$ cat config.mk
export PLATFORM = sky130hd
export DESIGN_NAME = bfa_cell
export DESIGN_NICKNAME = d
export VERILOG_FILES = /design/src/design/bfa_pkg.sv /design/src/design/bfa_cell.sv
export SDC_FILE = /design/constraint.sdc
export NUM_CORES = 1
export LEC_CHECK = 0
export ABC_AREA = 1
export ABC_CLOCK_PERIOD_IN_PS = 6250
export BUFFER_PORTS_ARGS = -buffer_cell sky130_fd_sc_hd__buf_2
export CAP_MARGIN = 20
export CORE_MARGIN = 10
export CORE_UTILIZATION = 50
export DETAILED_ROUTE_END_ITERATION = 8
export GPL_TIMING_DRIVEN = 1
export MAX_ROUTING_LAYER = met4
export PLACE_DENSITY = 0.73
export SYNTH_ARGS = -nofsm -noshare
export SYNTH_HDL_FRONTEND = slang
export SYNTH_SLANG_ARGS = --single-unit
$ cat constraint.sdc
create_clock -name clk -period 6.25 [get_ports clk]
set_clock_uncertainty 0.2 [all_clocks]
set_input_delay 0.9375 -clock clk [delete_from_list [all_inputs] [get_ports clk]]
set_output_delay 0.9375 -clock clk [all_outputs]
set_load 0.05 [all_outputs]
$ cat src/design/bfa_pkg.sv
// Package for the best-fit allocator: sizes, widths, the scan token and
// the broadcast control word shared by the cell row and the top level.
// No dependencies.
package bfa_pkg;

  localparam int BLOCKS     = 16;
  localparam int SIZE_WIDTH = 16;
  localparam int IDX_W      = (BLOCKS > 1) ? $clog2(BLOCKS) : 1;
  localparam int AMT_W      = 16;   // amount field width
  localparam int NUM_W      = 4;    // block_number field width
  localparam int LEFT_W     = 16;   // leftover field width
  localparam int CNT_W      = 5;    // blocks_in_use register width
  localparam int CMP_W      = (SIZE_WIDTH > AMT_W) ? SIZE_WIDTH : AMT_W;

  localparam logic [CNT_W-1:0] COUNT_RESET = CNT_W'(16);

  typedef enum logic [0:0] {
    OP_LOAD    = 1'b0,
    OP_REQUEST = 1'b1
  } op_t;

  typedef enum logic [1:0] {
    ST_IDLE,
    ST_SCAN,
    ST_OUT
  } state_t;

  // best candidate so far, handed from cell to cell
  typedef struct packed {
    logic                  valid;
    logic                  have;
    logic [IDX_W-1:0]      best;
    logic [SIZE_WIDTH-1:0] size;
  } token_t;

  // control word broadcast to every cell
  typedef struct packed {
    logic                  commit;
    logic                  restore;
    logic [IDX_W-1:0]      commit_idx;
    logic [AMT_W-1:0]      amount;
    logic [SIZE_WIDTH-1:0] load_data;
  } cell_ctl_t;

endpackage

$ cat src/design/bfa_cell.sv
// One table entry of the allocator: original and free size, plus one
// stage of the best-fit scan chain. Depends on bfa_pkg.
module bfa_cell
  import bfa_pkg::*;
(
  input  logic             clk,
  input  logic             rst,
  input  logic [IDX_W-1:0] cell_id,
  input  logic             load_en,
  input  logic             searched,
  input  cell_ctl_t        ctl,
  input  token_t           tok_in,
  output token_t           tok_out
);

  logic [SIZE_WIDTH-1:0] orig_size;
  logic [SIZE_WIDTH-1:0] free_size;
  token_t                tok_next;
  logic                  take;

  // candidate test: fits the request and beats the best so far
  always_comb begin
    take = searched && (CMP_W'(free_size) >= CMP_W'(ctl.amount)) &&
           (!tok_in.have || (free_size < tok_in.size));
    tok_next = tok_in;
    if (take) begin
      tok_next.have = 1'b1;
      tok_next.best = cell_id;
      tok_next.size = free_size;
    end
  end

  // token stage
  always_ff @(posedge clk) begin
    if (rst) begin
      tok_out.valid <= 1'b0;
    end else begin
      tok_out.valid <= tok_in.valid;
    end
    tok_out.have <= tok_next.have;
    tok_out.best <= tok_next.best;
    tok_out.size <= tok_next.size;
  end

  // entry storage: restore wins over the allocation in the same cycle
  always_ff @(posedge clk) begin
    if (rst) begin
      orig_size <= '0;
      free_size <= '0;
    end else if (load_en) begin
      orig_size <= ctl.load_data;
      free_size <= ctl.load_data;
    end else if (ctl.restore) begin
      free_size <= orig_size;
    end else if (ctl.commit && (ctl.commit_idx == cell_id)) begin
      free_size <= free_size - SIZE_WIDTH'(ctl.amount);
    end
  end

endmodule
==> metrics.md, run 1 <==
| Metric | Value |
|---|---|
| Status | finished, final reports clean |
| Crit-path cells | buf_2 > ha_1 > fa_1 > inv_1 > nand3_1 > nand3_1 > nand2_1 > nand2_2 > nand2_1 > nand3_1 > nand2_1 > clkinv_2 > nand2_4 > nand2_1 > nand2_1 |
| Slew Limit Fails | 0 |
| Worst-Skew Late Latency | 0.30 ns |
| Nets | about 750 |
| Crit Path Max Fanout | 22 |
| CP arrival | 2.95 ns |
| Clock net sink count | between 50 and 60 |
| Most common cell after layout, fill and taps aside | nand2_1 |
| Pwr Density | 234 mW/mm² |
| Io pins | 90 |
| First-pass GRT wire length | 16.2 mm |
| # port buffers | 89 |
| Clock transition at path regs | 0.10 ns |
| Htree depth | 2 |
| Gr usage total | 0.176 |
| Post-CTS Setup Bufs | 0 |
| Die extent in x | 106 µm |
| Quantity of gates resized following cts | 0 |
| Ant. Diodes | 0 |
| Die height | about 110 µm |
| Total leakage power | 2.39 nW |
| Synth Warn # | 0 |
| Die Area | 0.0112 mm² |
| FP Rows | 31 |
| Syn Nets | 670 |
| Sequential area share after synthesis | 0.294 |
| Max_cap viols | 0 |
| Cts hold-fix bufs | 0 |
| Syn Inst Count | 570 |
| CP dominant cell by count | nand2_1 |
| Required time worst endpoint | 6.25 ns |
| Filler cell count | around 730 |
| Hold Crit Class | reg -> reg |
| GRT Residual Overflow | 0 |
| Fmax | around 0.34 GHz |
| Crit-path max cell delay | 0.41 ns |
| Clock tree root buffer cell | clkbuf_8 |
| Slowest cell on the critical path | fa_1 |
| DR WL/cell | 13.1 µm |
| Buffer levels on the longest clock path | 2 |
| Iteration-0 DRC Markers | 247 |
| Maximum VDD drop | 139 µV |
| Largest net degree at the start of global routing | 45 |
| RePlAce Congestion | 0.851 |
| Setup violators final | 0 |
| Crit share post-route | 0.471 |
| Library cells used by synthesis | 34 |
| Least-Margin Pin Slew | ~0.7 ns |
| Via/cell ratio | 5.05 |
| Final hold vios | 0 |
| Worst setup EP type | flip-flop |
| Most frequent cells in the layout | nand2_1 (181), buf_2 (89), inv_1 (83) |
| Unrepaired setup endpoints after global routing | no |
| Worst slew margin | 0.547 |
| Share of cells above drive strength 1 | 0.177 |
| Via count | between 3000 and 4000 |
| Final Critical Period | 2.95 ns |
| TritonCTS clock tree | built |
| Crit Path Category | in -> reg |
| Initial Util | 0.509 |
| Register area | 0.00108 mm² |
| Total wire length | ~10 mm |
| Layout area overhead | 15.8% |
| Multi-input logic area | 0.00211 mm² |
| Synth Register Bits | 54 |
| Vias in the first global route | 3548 |
| Initial antenna violation count | 0 |
| Core ar. | 0.00721 mm² |
| DRC Markers | 0 |
| CTS Buf Count | 5 |
| Cell area after synthesis | ~0.0037 mm² |
| Final antenna-violating net count | 0 |
| Worst Setup Start Kind | input pin |
| First-pass iteration count of the detailed router | 6 |
| Final core area utilization | 0.589 |
| Setup TNS | 0 ns |
| Post-DP HPWL | 7.80 mm |
| Mean Syn Cell Area | 6.44 µm² |
==> state kept, by name, summed over array words and instances, names as in the netlist <==
register,count
tok_out,22
orig_size,16
free_size,16
==> logic make-up (layout without fill, tap and decap cells) <==
group / Yosys count / in the layout / share of synthesized area
buffers and inverters: 111 / 189 / 0.130
AOI/OAI and AO/OA: 103 / 103 / 0.144
adders and majority gates: 32 / 32 / 0.111
xor gates and xnor gates: 9 / 9 / 0.0215
DFF: 54 / 54 / 0.294
and+or+nand+nor: 261 / 261 / 0.299
==> path summary, 6_finish.rpt <==
path,from,endpoint,slack [ns],depth (start not counted)
worst min-delay path,orig_size[7],orig_size[7],0.27,2
worst max-delay path,ctl[16],tok_out[6],3.30,15
worst min register to register,orig_size[7],orig_size[7],0.27,2
worst max register to register,free_size[0],tok_out[6],3.60,15
==> worst max-delay path, delay by kind of cell <==
| kind | cells | cell delay (ns) |
|---|---|---|
| buf+inv | 3 | 0.42 |
| fa+ha+maj | 2 | 0.64 |
| simple gates | 10 | 0.97 |
==> area by class of cell <==
type | instances | area share
clock buffers | 6 | 0.0194
repair buffers | 89 | 0.105
multi-input cells | 405 | 0.497
clock inverters | 2 | 0.0141
inverters | 92 | 0.0815
flip-flops and latches | 54 | 0.254
well taps | 99 | 0.0291
==> cells in the mapped netlist (all sizes together) <==
cell	instances	share of area
a21oi	59	0.080
a31oi	1	0.0017
and2	1	0.0024
buf	10	0.020
bufbuf	1	0.0051
clkbuf	8	0.011
clkinv	3	0.0034
dfxtp	54	0.29
fa	1	0.0055
ha	31	0.11
inv	89	0.091
nand2	188	0.20
nand3	44	0.061
nand4	4	0.0068
nor2	18	0.021
nor3	5	0.0068
o211a	1	0.0027
o21a	2	0.0041
o21ai	39	0.053
o21bai	1	0.0020
or2	1	0.0017
xnor2	3	0.0072
xor2	6	0.014
==> per-layer routing <==
| metal | track usage | vias to the layer above | share of wire |
|---|---|---|---|
| li1 | - | 1967 | - |
| met1 | 0.222 | 1688 | 0.47 |
| met2 | 0.288 | 111 | 0.47 |
| met3 | 0.0292 | 6 | 0.059 |
| met4 | 0.0387 | 0 | 0.0089 |
| met5 | - | - | 0 |
==> through the flow <==
step / setup slack [ns] / power, mW / hold slack, ns / std cells / cell area (µm²)
global route: 3.09 / 1.06 / 0.289 / 747 / 4250
detailed placement: 3.01 / 0.716 / 0.257 / 739 / 4110
floorplan: 3.53 / 0.636 / 0.237 / 570 / 3670
CTS: 3.31 / 0.998 / 0.271 / 747 / 4250
global placement: 3.08 / 0.709 / 0.246 / 739 / 4110
finish: 3.30 / 0.996 / 0.271 / 747 / 4250
==> power by group <==
| group | internal [mW] | total [mW] | switching, mW |
|---|---|---|---|
| registers | 0.374 | 0.393 | 0.0192 |
| logic | 0.104 | 0.318 | 0.213 |
| clock network | 0.171 | 0.285 | 0.114 |
(Power assumes the default switching activity.)
==> run 2, diff against run 1 <==
==> config.mk (replaced) <==
export PLATFORM = sky130hd
export DESIGN_NAME = bfa_cell
export DESIGN_NICKNAME = d
export VERILOG_FILES = /design/src/design/bfa_pkg.sv /design/src/design/bfa_cell.sv
export SDC_FILE = /design/constraint.sdc
export NUM_CORES = 1
export LEC_CHECK = 0
export ABC_AREA = 0
export ABC_CLOCK_PERIOD_IN_PS = 2400
export BUFFER_PORTS_ARGS = -buffer_cell sky130_fd_sc_hd__buf_2
export CAP_MARGIN = 20
export CORE_MARGIN = 10
export CORE_UTILIZATION = 49
export DETAILED_ROUTE_END_ITERATION = 8
export GPL_TIMING_DRIVEN = 1
export MAX_ROUTING_LAYER = met4
export PLACE_DENSITY = 0.75
export SYNTH_ARGS = -nofsm -noshare
export SYNTH_HDL_FRONTEND = slang
export SYNTH_SLANG_ARGS = --single-unit
==> constraint.sdc (replaced) <==
create_clock -name clk -period 2.4 [get_ports clk]
set_clock_uncertainty 0.2 [all_clocks]
set_input_delay 0.36 -clock clk [delete_from_list [all_inputs] [get_ports clk]]
set_output_delay 0.36 -clock clk [all_outputs]
set_load 0.05 [all_outputs]
==> run 2 against run 1 <==
Net effect: the run now ends with negative setup slack left; register-to-register slack got worse by 3.7 ns; largest power group unchanged; largest cell class unchanged; sequential share of layout area fell by 2.3 points; utilization is 6.5 points higher; critical path depth is 4 lower; global-route usage shrank 0.31 points.
==> metrics.md, run 2 <==
| Metric | Value |
|---|---|
| Cts hold-fix bufs | 0 |
| Most used DFF post-synth | dfxtp_1 |
| Worst Setup Start Kind | flip-flop |
| Synth top area cells | dfxtp_1 (30%), ha_1 (11%), mux2_4 (8.0%) |
| Total leakage power | around 2.3 nW |
| Worst slew margin | 0.574 |
| Nets | approximately 640 |
| DRC Markers | 0 |
| Pwr Density | 543 mW/mm² |
| Fraction of the mapped netlist area in simple logic gates | 0.140 |
| First-pass iteration count of the detailed router | 4 |
| Synth Register Bits | 54 |
| Multiplexer share of the synthesized area | 0.119 |
| Crit share post-route | 1.04 |
| Filler cell count | 594 |
| Die extent in x | 105 µm |
| R2R setup slack | -0.11 ns |
| Most frequent cells in the layout | buf_2 (89), dfxtp_1 (50), buf_4 (50) |
| Worst-Skew Late Latency | 0.32 ns |
| Library cells used by synthesis | 62 |
| Worst setup EP type | flip-flop |
| Slowest cell on the critical path | fa_2 |
| Worst hold slack | 0.0444 ns |
| Unrepaired setup endpoints after global routing | yes |
| Die Area | about 0.011 mm² |
| Hold Crit Class | in -> reg |
| Mean Syn Cell Area | 8.71 µm² |
| DR WL/cell | between 15 and 20 µm |
| CP arrival | 2.51 ns |
| Reg2reg start | free_size[0] |
| Final Critical Period | 2.51 ns |
| Final WS setup | -0.107 ns |
| Layout area overhead | 31.4% |
| Vias in the first global route | 3319 |
| Post-DP HPWL | 7.82 mm |
| Status | complete, but fails checks |
| Least-Margin Pin Slew | 0.639 ns |
| Largest family of logic cells by synthesized area | compound AO/OA/AOI/OAI gates |
| Hold Path Origin | tok_in[21] |
| Clock net sink count | 54 |
| Sequential area share after synthesis | 0.303 |
| # port buffers | 89 |
| Core ar. | between 0.007 and 0.008 mm² |
| Max reg flops | 22 |
| Synth Warn # | 0 |
| Syn Nets | between 500 and 600 |
| Post-synth EDFFs | 0 |
| Gr usage total | 0.173 |
| Synth area leader | dfxtp_1 |
| Crit-path cells | inv_2 > ha_4 > fa_2 > nor2b_4 > o31ai_4 > a21oi_2 > o21ai_2 > a32oi_2 > buf_6 > clkbuf_16 > mux2_4 |
| Hold Path End | tok_out[21] |
| Post-synth top area share | 0.303 |
| Violations in the final reports | negative setup slack |
| Via/cell ratio | 5.30 |
| Initial antenna violation count | 0 |
| Share of cells above drive strength 1 | 0.374 |
| Maximum VDD drop | between 200 and 250 µV |
| Cell area after synthesis | ~0.0036 mm² |
| GRT Residual Overflow | 0 |
| Setup violators final | 19 |
| Buffer levels on the longest clock path | 2 |
| Crit path buffers/inverters | 3 |
| Initial Util | 0.498 |
| Crit-path max cell delay | between 0.3 and 0.4 ns |
| Most frequent cell after synthesis | dfxtp_1 |
| Crit Path Max Fanout | 5 |
| Syn Inst Count | 410 |
| Via count | 3405 |
| TritonCTS clock tree | built |
| Clock transition at path regs | around 0.1 ns |
| Fmax | 0.399 GHz |
| Iteration-0 DRC Markers | 153 |
| Compound-Gate Fraction of Synth Area | 0.231 |
| Slew Limit Fails | 0 |
| Io pins | 90 |
| Capturing point of the worst reg2reg path | tok_out[13] |
| Synth cell count leaders | dfxtp_1 (54), nor2_1 (39), inv_1 (37) |
| Crit Path Category | reg -> reg |
| Adder-Cell Fraction of Synth Area | 0.114 |
| Clock tree root buffer cell | clkbuf_8 |
| Largest Register | tok_out |
| Largest net degree at the start of global routing | 38 |
| First-pass GRT wire length | 15.8 mm |
| Top delay family on crit path | compound AO/OA/AOI/OAI gates |
| Ant. Diodes | 0 |
| CTS Buf Count | 5 |
| Htree depth | 2 |
| Final core area utilization | 0.654 |
| Async set-reset flop share out of synthesis | 0 |
| XOR/XNOR Fraction of Synth Area | 0.0221 |
| Max_cap viols | 0 |
| Required time worst endpoint | 2.41 ns |
| Hold Path Depth | 2 |
| Total wire length | 10.0 mm |
| Final antenna-violating net count | 0 |
| RePlAce Congestion | just over 0.9 |
| Reg2Reg Depth | 11 |
| FP Rows | 31 |
| Most common cell after layout, fill and taps aside | buf_2 |
| Final hold vios | 0 |
| Die height | 105 µm |
| Largest registers | tok_out: 22 flops, free_size: 16 flops, orig_size: 16 flops |
-- run 2: changes by cell type in the layout (fill, tap and decap cells not counted), sizes merged, moves of 7 or more --
cell	before	now
nand2	188	29
buf	89	142
inv	89	37
nand3	44	8
o21ai	39	17
a21oi	59	38
nor2	18	39
mux2	0	19
mux2i	0	14
a211oi	0	7
o211ai	0	7
-- run 2: where the power goes --
part           internal [mW]  switching, mW
Clock                  0.233          0.321
Combinational          0.444          0.535
Sequential             0.972         0.0425
Total                   1.65          0.899
-- run 2: timing repair --
action,4_1_cts,5_1_grt
buffers inserted,0,3
gates cloned,0,3
setup endpoints to repair,21,24
resized for setup,7,10
pin swaps,0,6
-- run 2: routing by layer --
metal / vias up / global-route usage / share of wire
met5: - / - / 0
met4: 0 / 0.0588 / 0.021
met3: 16 / 0.0402 / 0.066
met2: 113 / 0.254 / 0.43
met1: 1544 / 0.227 / 0.48
li1: 1732 / - / -
-- run 2: stage by stage --
step	TNS (ns)	worst slack, ns	cells	power (mW)	instance area (µm²)
floorplan	0	0.00354	410	1.64	3590
global placement	-5.66	-0.281	628	1.93	4430
detailed placement	-6.03	-0.303	628	1.95	4430
CTS	-1.81	-0.107	636	2.50	4550
global route	-3.16	-0.179	642	2.68	4690
finish	-1.70	-0.107	642	2.55	4690
-- run 2: how the worst max path moves through the flow --
stage / from / end / slack [ns] / cells past startpoint
after floorplan: free_size[0] / tok_out[0] / 0.004 / 10
after global placement: ctl[18] / tok_out[0] / -0.28 / 10
after detailed placement: ctl[18] / tok_out[9] / -0.30 / 10
after CTS: free_size[0] / tok_out[9] / -0.11 / 10
after global routing: free_size[7] / tok_out[17] / -0.18 / 10
final: free_size[0] / tok_out[13] / -0.11 / 11
-- run 2: area by class of cell --
cell class / count / area, µm² / area share
Multi-Input combinational cell: 299 / 2330 / 0.497
Sequential cell: 54 / 1090 / 0.231
Timing Repair Buffer: 144 / 913 / 0.195
Inverter: 38 / 143 / 0.0304
Tap cell: 99 / 124 / 0.0264
Clock buffer: 6 / 82.6 / 0.0176
Clock inverter: 2 / 12.5 / 0.00267
-- run 2: logic make-up after synthesis --
logic type,after synthesis
buf+inv,57
mux,33
xor+xnor,9
simple gates,105
flops,54
fa+ha+maj,32
compound gates,120
